$ cat src/hw/rtl/dlt_pkg.sv
// dlt_pkg: shared widths and constants for the downlink loss tracker
// used by dlt_div, downlink_loss_tracker_top and the test bench; depends on nothing
`default_nettype none

package dlt_pkg;

	localparam int CNT_W     = 32;   // sequence numbers and counters
	localparam int WIN_W     = 16;   // restart window register
	localparam int SIG_W     = 8;    // signal strength in dBm
	localparam int QUOT_W    = 10;   // delivery ratio in thousandths
	localparam int CNT_IDX_W = $clog2(CNT_W);

	localparam logic [WIN_W-1:0] WINDOW_RESET = 16'd100;
	localparam logic [CNT_W-1:0] CNT_MAX      = {CNT_W{1'b1}};
	localparam logic [CNT_W-1:0] CNT_ONE      = {{(CNT_W-1){1'b0}}, 1'b1};

endpackage

`default_nettype wire

$ cat src/hw/rtl/dlt_div.sv
// dlt_div: delivery ratio unit, rx * 1000 / (rx + miss) truncated to 10 bits
// restoring division, one quotient bit per cycle; depends on dlt_pkg
`default_nettype none

module dlt_div import dlt_pkg::*; (
	input  wire logic              clk,
	input  wire logic              arst_n,
	input  wire logic              start,
	input  wire logic [CNT_W-1:0]  rx,
	input  wire logic [CNT_W-1:0]  miss,
	output logic                   done,
	output logic [QUOT_W-1:0]      quot
);

	localparam int NUM_W = CNT_W + QUOT_W;
	localparam int IT_W  = $clog2(QUOT_W);
	localparam logic [IT_W-1:0] IT_LAST = IT_W'(QUOT_W - 1);

	localparam logic [1:0] D_IDLE = 2'd0;
	localparam logic [1:0] D_MUL  = 2'd1;
	localparam logic [1:0] D_ITER = 2'd2;

	logic [1:0]        state_q;
	logic [IT_W-1:0]   it_q;
	logic              done_q;
	logic [NUM_W-1:0]  num_q;
	logic [NUM_W-1:0]  den_q;
	logic [QUOT_W-1:0] quot_q;
	logic [CNT_W:0]    tot;
	logic [NUM_W:0]    trial;

	// rx + miss at 33 bits, never wraps; rx is at least one after any packet
	assign tot   = {1'b0, rx} + {1'b0, miss};
	assign trial = {1'b0, num_q} - {1'b0, den_q};

	always_ff @(posedge clk or negedge arst_n) begin
		if (!arst_n) begin
			state_q <= D_IDLE;
			it_q    <= '0;
			done_q  <= 1'b0;
		end else begin
			done_q <= (state_q == D_ITER) && (it_q == IT_LAST);
			case (state_q)
				D_IDLE: begin
					if (start) begin
						state_q <= D_MUL;
					end
				end
				D_MUL: begin
					state_q <= D_ITER;
					it_q    <= '0;
				end
				D_ITER: begin
					it_q <= it_q + 1'b1;
					if (it_q == IT_LAST) begin
						state_q <= D_IDLE;
					end
				end
				default: state_q <= D_IDLE;
			endcase
		end
	end

	// 1000 * rx as (rx << 10) - (rx << 4) - (rx << 3), one subtract a cycle
	always_ff @(posedge clk) begin
		case (state_q)
			D_IDLE: begin
				if (start) begin
					num_q <= {rx, {QUOT_W{1'b0}}} - {{(QUOT_W-4){1'b0}}, rx, 4'b0};
					den_q <= {tot, {(QUOT_W-1){1'b0}}};
				end
			end
			D_MUL: begin
				num_q <= num_q - {{(QUOT_W-3){1'b0}}, rx, 3'b0};
			end
			D_ITER: begin
				if (!trial[NUM_W]) begin
					num_q <= trial[NUM_W-1:0];
				end
				quot_q <= {quot_q[QUOT_W-2:0], ~trial[NUM_W]};
				den_q  <= {1'b0, den_q[NUM_W-1:1]};
			end
			default: ;
		endcase
	end

	assign done = done_q;
	assign quot = quot_q;

endmodule

`default_nettype wire

$ cat src/hw/rtl/downlink_loss_tracker_top.sv
// downlink_loss_tracker_top: sequence-number packet loss counter
// bit-serial update of sequence and counters, then dlt_div for the ratio
// depends on dlt_pkg and dlt_div
// steps: input transfer, bit-serial pass, commit, divider start, 1000x scaling,
// 10 divider steps, done flag and output load, after which the result is valid
// a new packet is taken only after the output load of the last; a waiting result does
// not block the next input transfer, only the output load of the packet after it
// reset: arst_n clears all counters, the first-seen flag and the output valid;
// restart window returns to 100
`default_nettype none

module downlink_loss_tracker_top import dlt_pkg::*; (
	input  wire logic                     clk,
	input  wire logic                     arst_n,
	input  wire logic                     in_valid,
	output logic                          in_stall,
	input  wire logic [CNT_W-1:0]         sequence_req,
	input  wire logic signed [SIG_W-1:0]  signal_dbm,
	output logic                          out_valid,
	input  wire logic                     out_stall,
	output logic [QUOT_W-1:0]             delivery_permille,
	output logic signed [SIG_W-1:0]       last_signal_dbm,
	output logic [CNT_W-1:0]              received_total,
	output logic [CNT_W-1:0]              missed_total,
	output logic                          fresh_start,
	input  wire logic                     cfg_valid,
	output logic                          cfg_ready,
	input  wire logic [WIN_W-1:0]         cfg_data
);

	localparam logic [2:0] ST_IDLE   = 3'd0;
	localparam logic [2:0] ST_SHIFT  = 3'd1;
	localparam logic [2:0] ST_COMMIT = 3'd2;
	localparam logic [2:0] ST_DIVGO  = 3'd3;
	localparam logic [2:0] ST_DIV    = 3'd4;
	localparam logic [2:0] ST_EMIT   = 3'd5;

	localparam logic [CNT_IDX_W-1:0] BIT_LAST = CNT_IDX_W'(CNT_W - 1);

	logic [2:0]             state_q;
	logic [CNT_IDX_W-1:0]   bit_q;
	logic [WIN_W-1:0]       win_q;

	logic                   seen_q;
	logic [CNT_W-1:0]       last_q;
	logic [CNT_W-1:0]       rx_q;
	logic [CNT_W-1:0]       miss_q;
	logic [SIG_W-1:0]       sig_q;
	logic                   fresh_q;

	logic [CNT_W-1:0]       seq_q;
	logic [CNT_W-1:0]       msum_q;
	logic [CNT_W-1:0]       rxinc_q;
	logic                   cgt_q;
	logic                   cbk_q;
	logic                   bkgt_q;
	logic                   cm_q;
	logic                   cr_q;

	logic                   out_valid_q;
	logic [QUOT_W-1:0]      perm_q;
	logic [SIG_W-1:0]       osig_q;
	logic [CNT_W-1:0]       orx_q;
	logic [CNT_W-1:0]       omiss_q;
	logic                   ofresh_q;

	logic                   in_xfer;
	logic                   out_xfer;
	logic                   out_free;
	logic                   div_start;
	logic                   div_done;
	logic [QUOT_W-1:0]      div_quot;

	logic                   s_b;
	logic                   l_b;
	logic                   w_b;
	logic                   d_b;
	logic                   bk_b;
	logic                   ms_b;
	logic                   ri_b;
	logic                   cgt_nx;
	logic                   cbk_nx;
	logic                   bkgt_nx;
	logic                   cm_nx;
	logic                   cr_nx;

	assign in_stall  = (state_q != ST_IDLE);
	assign in_xfer   = in_valid && !in_stall;
	assign out_xfer  = out_valid_q && !out_stall;
	assign out_free  = !out_valid_q || !out_stall;
	assign cfg_ready = 1'b1;
	assign div_start = (state_q == ST_DIVGO);

	// one bit of each operand per cycle, lsb first
	always_comb begin
		s_b  = seq_q[0];
		l_b  = last_q[0];
		w_b  = bit_q[CNT_IDX_W-1] ? 1'b0 : win_q[bit_q[CNT_IDX_W-2:0]];
		// seq + ~last = seq - last - 1, carry out means seq > last
		d_b    = s_b ^ ~l_b ^ cgt_q;
		cgt_nx = (s_b & ~l_b) | (s_b & cgt_q) | (~l_b & cgt_q);
		// last - seq for the restart check
		bk_b   = l_b ^ ~s_b ^ cbk_q;
		cbk_nx = (l_b & ~s_b) | (l_b & cbk_q) | (~s_b & cbk_q);
		bkgt_nx = (bk_b != w_b) ? (bk_b & ~w_b) : bkgt_q;
		// missed plus gap, and received plus one
		ms_b  = miss_q[0] ^ d_b ^ cm_q;
		cm_nx = (miss_q[0] & d_b) | (miss_q[0] & cm_q) | (d_b & cm_q);
		ri_b  = rx_q[0] ^ cr_q;
		cr_nx = rx_q[0] & cr_q;
	end

	always_ff @(posedge clk or negedge arst_n) begin
		if (!arst_n) begin
			state_q <= ST_IDLE;
			bit_q   <= '0;
			win_q   <= WINDOW_RESET;
			seen_q  <= 1'b0;
			last_q  <= '0;
			rx_q    <= '0;
			miss_q  <= '0;
			sig_q   <= '0;
			fresh_q <= 1'b0;
			out_valid_q <= 1'b0;
		end else begin
			if (cfg_valid && cfg_ready) begin
				win_q <= cfg_data;
			end
			// in ST_EMIT the output register is reloaded instead
			if (out_xfer && state_q != ST_EMIT) begin
				out_valid_q <= 1'b0;
			end
			case (state_q)
				ST_IDLE: begin
					if (in_xfer) begin
						state_q <= ST_SHIFT;
						bit_q   <= '0;
						sig_q   <= signal_dbm;
					end
				end
				ST_SHIFT: begin
					last_q <= {l_b, last_q[CNT_W-1:1]};
					rx_q   <= {rx_q[0], rx_q[CNT_W-1:1]};
					miss_q <= {miss_q[0], miss_q[CNT_W-1:1]};
					bit_q  <= bit_q + 1'b1;
					if (bit_q == BIT_LAST) begin
						state_q <= ST_COMMIT;
					end
				end
				ST_COMMIT: begin
					state_q <= ST_DIVGO;
					if (!seen_q || (!cgt_q && bkgt_q)) begin
						// first packet or sender restart
						seen_q  <= 1'b1;
						last_q  <= seq_q;
						rx_q    <= CNT_ONE;
						miss_q  <= '0;
						fresh_q <= 1'b1;
					end else if (cgt_q) begin
						last_q  <= seq_q;
						miss_q  <= cm_q ? CNT_MAX : msum_q;
						rx_q    <= cr_q ? CNT_MAX : rxinc_q;
						fresh_q <= 1'b0;
					end else begin
						rx_q    <= cr_q ? CNT_MAX : rxinc_q;
						fresh_q <= 1'b0;
					end
				end
				ST_DIVGO: begin
					state_q <= ST_DIV;
				end
				ST_DIV: begin
					if (div_done) begin
						state_q <= ST_EMIT;
					end
				end
				ST_EMIT: begin
					if (out_free) begin
						out_valid_q <= 1'b1;
						state_q     <= ST_IDLE;
					end
				end
				default: state_q <= ST_IDLE;
			endcase
		end
	end

	// serial datapath and output payload
	always_ff @(posedge clk) begin
		case (state_q)
			ST_IDLE: begin
				seq_q  <= sequence_req;
				cgt_q  <= 1'b0;
				cbk_q  <= 1'b1;
				bkgt_q <= 1'b0;
				cm_q   <= 1'b0;
				cr_q   <= 1'b1;
			end
			ST_SHIFT: begin
				seq_q   <= {s_b, seq_q[CNT_W-1:1]};
				msum_q  <= {ms_b, msum_q[CNT_W-1:1]};
				rxinc_q <= {ri_b, rxinc_q[CNT_W-1:1]};
				cgt_q   <= cgt_nx;
				cbk_q   <= cbk_nx;
				bkgt_q  <= bkgt_nx;
				cm_q    <= cm_nx;
				cr_q    <= cr_nx;
			end
			ST_EMIT: begin
				if (out_free) begin
					perm_q   <= div_quot;
					osig_q   <= sig_q;
					orx_q    <= rx_q;
					omiss_q  <= miss_q;
					ofresh_q <= fresh_q;
				end
			end
			default: ;
		endcase
	end

	dlt_div u_div (
		.clk    (clk),
		.arst_n (arst_n),
		.start  (div_start),
		.rx     (rx_q),
		.miss   (miss_q),
		.done   (div_done),
		.quot   (div_quot)
	);

	assign out_valid         = out_valid_q;
	assign delivery_permille = perm_q;
	assign last_signal_dbm   = osig_q;
	assign received_total    = orx_q;
	assign missed_total      = omiss_q;
	assign fresh_start       = ofresh_q;

	a_accept_starts_pass: assert property (@(posedge clk) disable iff (!arst_n)
		in_xfer |=> state_q == ST_SHIFT)
		else $error("input transfer did not start the serial pass");

	a_result_counts_packet: assert property (@(posedge clk) disable iff (!arst_n)
		$rose(out_valid) |-> received_total != '0)
		else $error("result with zero received count");

	a_fresh_counts: assert property (@(posedge clk) disable iff (!arst_n)
		out_valid && fresh_start |-> received_total == CNT_ONE && missed_total == '0)
		else $error("fresh start without reset counts");

	a_ratio_range: assert property (@(posedge clk) disable iff (!arst_n)
		out_valid |-> delivery_permille <= QUOT_W'(1000))
		else $error("delivery ratio above 1000");

	a_div_done_state: assert property (@(posedge clk) disable iff (!arst_n)
		div_done |-> state_q == ST_DIV)
		else $error("divider finished outside its wait state");

endmodule

`default_nettype wire

$ cat config.mk
export PLATFORM = sky130hd
export DESIGN_NAME = downlink_loss_tracker_top
export DESIGN_NICKNAME = d
export VERILOG_FILES = /design/src/hw/rtl/dlt_pkg.sv /design/src/hw/rtl/dlt_div.sv /design/src/hw/rtl/downlink_loss_tracker_top.sv
export SDC_FILE = /design/constraint.sdc
export NUM_CORES = 1
export LEC_CHECK = 0
export BUFFER_PORTS_ARGS = -buffer_cell sky130_fd_sc_hd__clkbuf_2
export CAP_MARGIN = 20
export CORE_MARGIN = 1
export CORE_UTILIZATION = 57
export CTS_BUF_LIST = sky130_fd_sc_hd__clkbuf_4
export CTS_CLUSTER_DIAMETER = 120
export CTS_CLUSTER_SIZE = 8
export DETAILED_ROUTE_END_ITERATION = 10
export GPL_TIMING_DRIVEN = 0
export PLACE_DENSITY = 0.79
export SYNTH_ARGS = -nofsm -noshare
export SYNTH_HDL_FRONTEND = slang
export SYNTH_HIERARCHICAL = 1
export SYNTH_SLANG_ARGS = --single-unit
$ cat constraint.sdc
create_clock -name clk -period 5.6 [get_ports clk]
set_clock_uncertainty 0.05 [all_clocks]
set_input_delay 1.12 -clock clk [delete_from_list [all_inputs] [get_ports clk]]
set_output_delay 1.12 -clock clk [all_outputs]
set_load 0.1 [all_outputs]
-- Word level (Yosys, flattened, before mapping)
Index checks and enable logic that the tools add are counted.
- register bits after elaboration: 416
- output and inout port bits: 86
- input bits: 61
- logic and storage cells: 154
- bitwise gates (word level): 28
- reductions and logical operators: 30
- add/subtract/negate cells: 6
- eq/ne operators: 20
- magnitude comparators: 1
- muxes and demuxes: 40
- operators by type and width (kind ; count):
    32-bit one-hot mux with 2 select lines ; 4
    32-bit two-way mux ; 7
    42-bit two-way mux ; 3
    42-bit one-hot mux with 3 select lines ; 1
    42-bit one-hot mux with 2 select lines ; 1
    42-bit by 42-bit subtractor with 43-bit output ; 1
    42-bit by 35-bit subtractor with 42-bit output ; 1
    42-bit by 36-bit subtractor with 42-bit output ; 1
    32-bit by 32-bit adder with 33-bit output ; 1
    3-bit one-hot mux with 6 select lines ; 1
    2-bit AND reduction ; 8
    2-bit inequality test, second input constant ; 7
    3-bit two-way mux ; 4
    1-bit bitwise AND ; 11
    1-bit one-hot mux with 2 select lines ; 5
    5-bit one-hot mux with 2 select lines ; 1
    4-bit one-hot mux with 2 select lines ; 1
    2-bit nonzero test ; 4
    1-bit two-way mux ; 7
    1-bit bitwise XOR ; 7
    3-bit by 2-bit == test with 1-bit output, second input constant ; 2
    3-bit == test, second input constant ; 2
    3-bit inequality test, second input constant ; 2
    1-bit bitwise OR ; 6
    23 further kinds ; 37

-- Depth between registers and ports, before layout
- depth in word-level cells: 7
- depth in mapped cells: 15
- depth with buffers taken out: 15

-- Hierarchy
The synthesis kept the hierarchy.
- modules (own cells, without submodules) (module ; times used ; area each (µm²) ; cells an instance ; sequential area each (µm²)):
    downlink_loss_tracker_top ; 1 ; 12185.4 ; 973 ; 8807.2
    dlt_div ; 1 ; 11422.2 ; 1365 ; 2997.9

-- Least setup slack after synthesis
OpenSTA, ideal clock, no wires.
- path kind: input to register
- start: in out_stall
- end: reg perm_q[0] (netlist: delivery_permille[0]), enable pin
- required time: 4998 ps
- data arrival time: 5051 ps
- library setup time: 552 ps
- stages: 1
- setup slack: -53 ps
- cells stage by stage: a21oi_1
- cells in the longest elaborated chain, start to end: 3
- ends and longest elaborated chain (item ; line ; source):
    start, declared ; downlink_loss_tracker_top.sv:20 ; input wire logic out_stall,
    1-bit logical NOT ; downlink_loss_tracker_top.sv:90 ; assign out_free = !out_valid_q || !out_stall;
    1-bit logical OR ; downlink_loss_tracker_top.sv:90 ;
    2-bit AND reduction (no source line) ; n/a ;
    end signal, assigned ; downlink_loss_tracker_top.sv:211 ; perm_q <= div_quot;
    end, declared ; downlink_loss_tracker_top.sv:61 ; logic [QUOT_W-1:0] perm_q;
Every way passes these cells.
A chain may end at the register's enable or synchronous reset.

-- Final worst setup path
- start: reg u_div.den_q[0]
- end: reg u_div.num_q[2], enable pin
- cells in the longest elaborated chain, start to end: 3
- ends and longest elaborated chain (item ; line ; source):
    start, declared ; dlt_div.sv:27 ; logic [NUM_W-1:0] den_q;
    start signal, assigned ; dlt_div.sv:70 ; den_q <= {tot, {(QUOT_W-1){1'b0}}};
    start signal, assigned ; dlt_div.sv:81 ; den_q <= {1'b0, den_q[NUM_W-1:1]};
    42-bit by 42-bit subtractor with 43-bit output ; dlt_div.sv:34 ; assign trial = {1'b0, num_q} - {1'b0, den_q};
    2-bit inequality test (no source line) ; n/a ;
    3-bit AND reduction (no source line) ; n/a ;
    end signal, assigned ; dlt_div.sv:69 ; num_q <= {rx, {QUOT_W{1'b0}}} - {{(QUOT_W-4){1'b0}}, rx, 4'b0};
    end signal, assigned ; dlt_div.sv:74 ; num_q <= num_q - {{(QUOT_W-3){1'b0}}, rx, 3'b0};
    end signal, assigned ; dlt_div.sv:78 ; num_q <= trial[NUM_W-1:0];
    end, declared ; dlt_div.sv:26 ; logic [NUM_W-1:0] num_q;
Every way passes these cells.

==> impl_metrics.yaml <==
status:
  status: "finished clean"
clock_network:
  cts_made_buffers: 58
  post_cts_buffers: 0
  clkTransAtPathRegs_ps: 100
  cts-root-buf: "clkbuf_4"
  cts_resized: 0
  cts_tree: "done"
  cts_hold_buf: 0
  htreeDepth: 2
  cts.path.max_buffers: 3
  clock-sinks: 416
  clk_latency_ps: 870
sta:
  hold_viol_final: 0
  rsz0062_at_grt: "false"
  setup_ws_ps: 1010
  timing.final.crit_share_pct: 81.9
  timing.fmax_ghz: 0.218
  setup_violations: 0
  relSlewSlack_pct: 29.7
  worst_pin_slew_ps: 1050
  finalCriticalPeriod_ps: 4590
  slew_violations: 0
routing:
  drtIter0Drc: 1869
  drtPass1Iterations: 5
  ant_nets: 0
  wl_per_cell_um: 20.7
  vias: 19181
  drc: 0
  drt-total-wl_um: 64800
  via_per_inst: 6.13
die:
  die_y_um: 206
  initial_core_util_pct: 57.8
  dieArea_mm2: 0.0422
  rows: 74
  pin_count: 147
  core-area_mm2: 0.0408
  die_w_um: 206
setup_path:
  arrival_ps: 5010
  critPathKind: "reg -> reg"
  worstPathRequired_ps: 6020
  start_kind: "flop"
  r2r_end: "u_div/num_q[2]"
  critPathCaptureType: "flop"
  r2r_cells: 13
  r2r_slack_ps: 1010
  worstPathMaxFanout: 4
  r2r_start: "u_div/den_q[0]"
global_route:
  antenna_found_initial: 2
  track_usage_pct: 31.1
  grt_pass1_wl_um: 101000
  grt_max_degree: 115
  grt_pass1_vias: 18594
  gr-total-overflow: 0
place:
  io_buffers: 144
  dp_slack_ps: 956
  dp_hpwl_um: 48700
  gp_congestion: 1.01
  dpl-instance-area_mm2: 0.0252
  placed_cells: 3020
worst_hold_path:
  hp-class: "in -> async"
logic_synthesis:
  ys_seq_area_share_pct: 50.0
  synth_commonest_cells: "nand2_1, edfxtp_1, nor2_1"
  synth_async_sr_flop_share_pct: 33.2
  synthCells: 2338
  synth_nets: 2548
  avgSynthCellArea_um2: 10.1
  yosys_warnings: 6
  netlist.area_leader.share_pct: 35.4
  ys_top_cells_by_area: "edfxtp_1, dfrtp_1, ha_1, nand2_1, a21oi_1"
  synth_edf_count: 278
  ys_ff_latch: 416
  synth_cell_types: 87
  yosysMostFrequentCell: "nand2_1"
  netlist_area_mm2: 0.0236
  synth_top_area_cell: "edfxtp_1"
  ys.flop_type: "edfxtp_1"
finish:
  syn_to_final_growth_pct: 10.2
  final_core_utilization_pct: 63.7
  drive_gt1_share_pct: 13.9
  final_area_mm2: 0.0260
  instances_no_fill: 3131
  layout.nets: 2758
power:
  power.density_mw_per_mm2: 664
  p_leak_nw: 10.8
  ir_drop_uv: 393
flow_run:
  maxCapViolCount: 0
-- kinds of logic after synthesis --
kind of cell | after synthesis | share of synthesized area, %
compound gates | 641 | 17.9
xor+xnor | 121 | 4.49
fa+ha+maj | 149 | 8.09
buf+inv | 236 | 4.06
flops | 416 | 50.0
mux | 36 | 1.78
other cells | 1 | 0.0159
simple gates | 738 | 13.6
-- worst max path at each step --
| stage | from | to |
|---|---|---|
| after floorplan | u_div/den_q[0] | u_div/num_q[10] |
| after global placement | u_div/den_q[0] | u_div/num_q[7] |
| after detailed placement | u_div/den_q[0] | u_div/num_q[1] |
| after CTS | u_div/den_q[0] | u_div/num_q[1] |
| after global routing | rx_q[0] | u_div/num_q[41] |
| final | u_div/den_q[0] | u_div/num_q[2] |
-- stage by stage --
step	power [W]	setup TNS, ps	hold slack [ps]
after detailed placement	0.0150	0	360
after global routing	0.0184	0	57.2
after global placement	0.0148	-95240	354
after CTS	0.0171	0	60.9
after floorplan	0.0126	0	350
final	0.0173	0	106
-- power breakdown --
| group | switching [W] | leakage (nW) | internal (W) |
|---|---|---|---|
| sequential | 0.000835 | 4.26 | 0.00490 |
| clock | 0.00111 | 0.502 | 0.000868 |
| combinational | 0.00566 | 6.08 | 0.00391 |
-- state kept, by name, summed over array words and instances (netlist names), 10 cells and up --
name               flops
last_q                32
rxinc_q               32
miss_q                32
msum_q                32
missed_total          32
u_div/num_q           42
seq_q                 32
u_div/den_q           42
u_div/quot            10
delivery_permille     10
rx_q                  32
win_q                 16
received_total        32
-- cells in the final DEF (no fill, tap or decap), drive strengths merged, types with 27 or more instances in the layout --
cell,synthesis,routed
a21o,65,65
xor2,54,54
o21ai,107,107
nand2,377,377
nor2,185,185
a21oi,154,154
inv,123,124
nand3,29,29
clkbuf,70,317
edfxtp,278,278
xnor2,67,67
ha,143,143
dfrtp,135,135
a31oi,85,85
buf,41,47
o211ai,72,72
mux2,27,27
-- per-layer routing --
metal  track usage (%)  share of wire, %  vias up
met5                 0                 0        -
met1              41.3                41     9265
met2              50.8                47      869
met3              5.48               8.0      130
met4              11.7               3.4        0
li1                  -                 -     8917
-- worst max-delay path, stage by stage, from the launching register on --
cell and delay [ps]:
edfxtp_1 390, ha_1 220, fa_1 380, and2b_1 230, o21a_1 160, o211ai_2 120, a32oi_1 420, a31o_1 300
a21oi_4 100, o31ai_1 480, a21o_1 230, a221o_1 180, a21oi_2 110, a211oi_1 840
-- cell type report --
| cell class | count | area [um^2] |
|---|---|---|
| diodes | 3 | 7.51 |
| plain buffers | 111 | 492 |
| clock buffers | 103 | 773 |
| clock inverters | 5 | 60.1 |
| fillers | 3326 | 14800 |
| inverters | 125 | 469 |
| multi-input cells | 1686 | 10900 |
| flip-flops and latches | 416 | 11800 |
| well taps | 532 | 666 |
| repair buffers | 150 | 865 |
(Power assumes the default switching activity.)
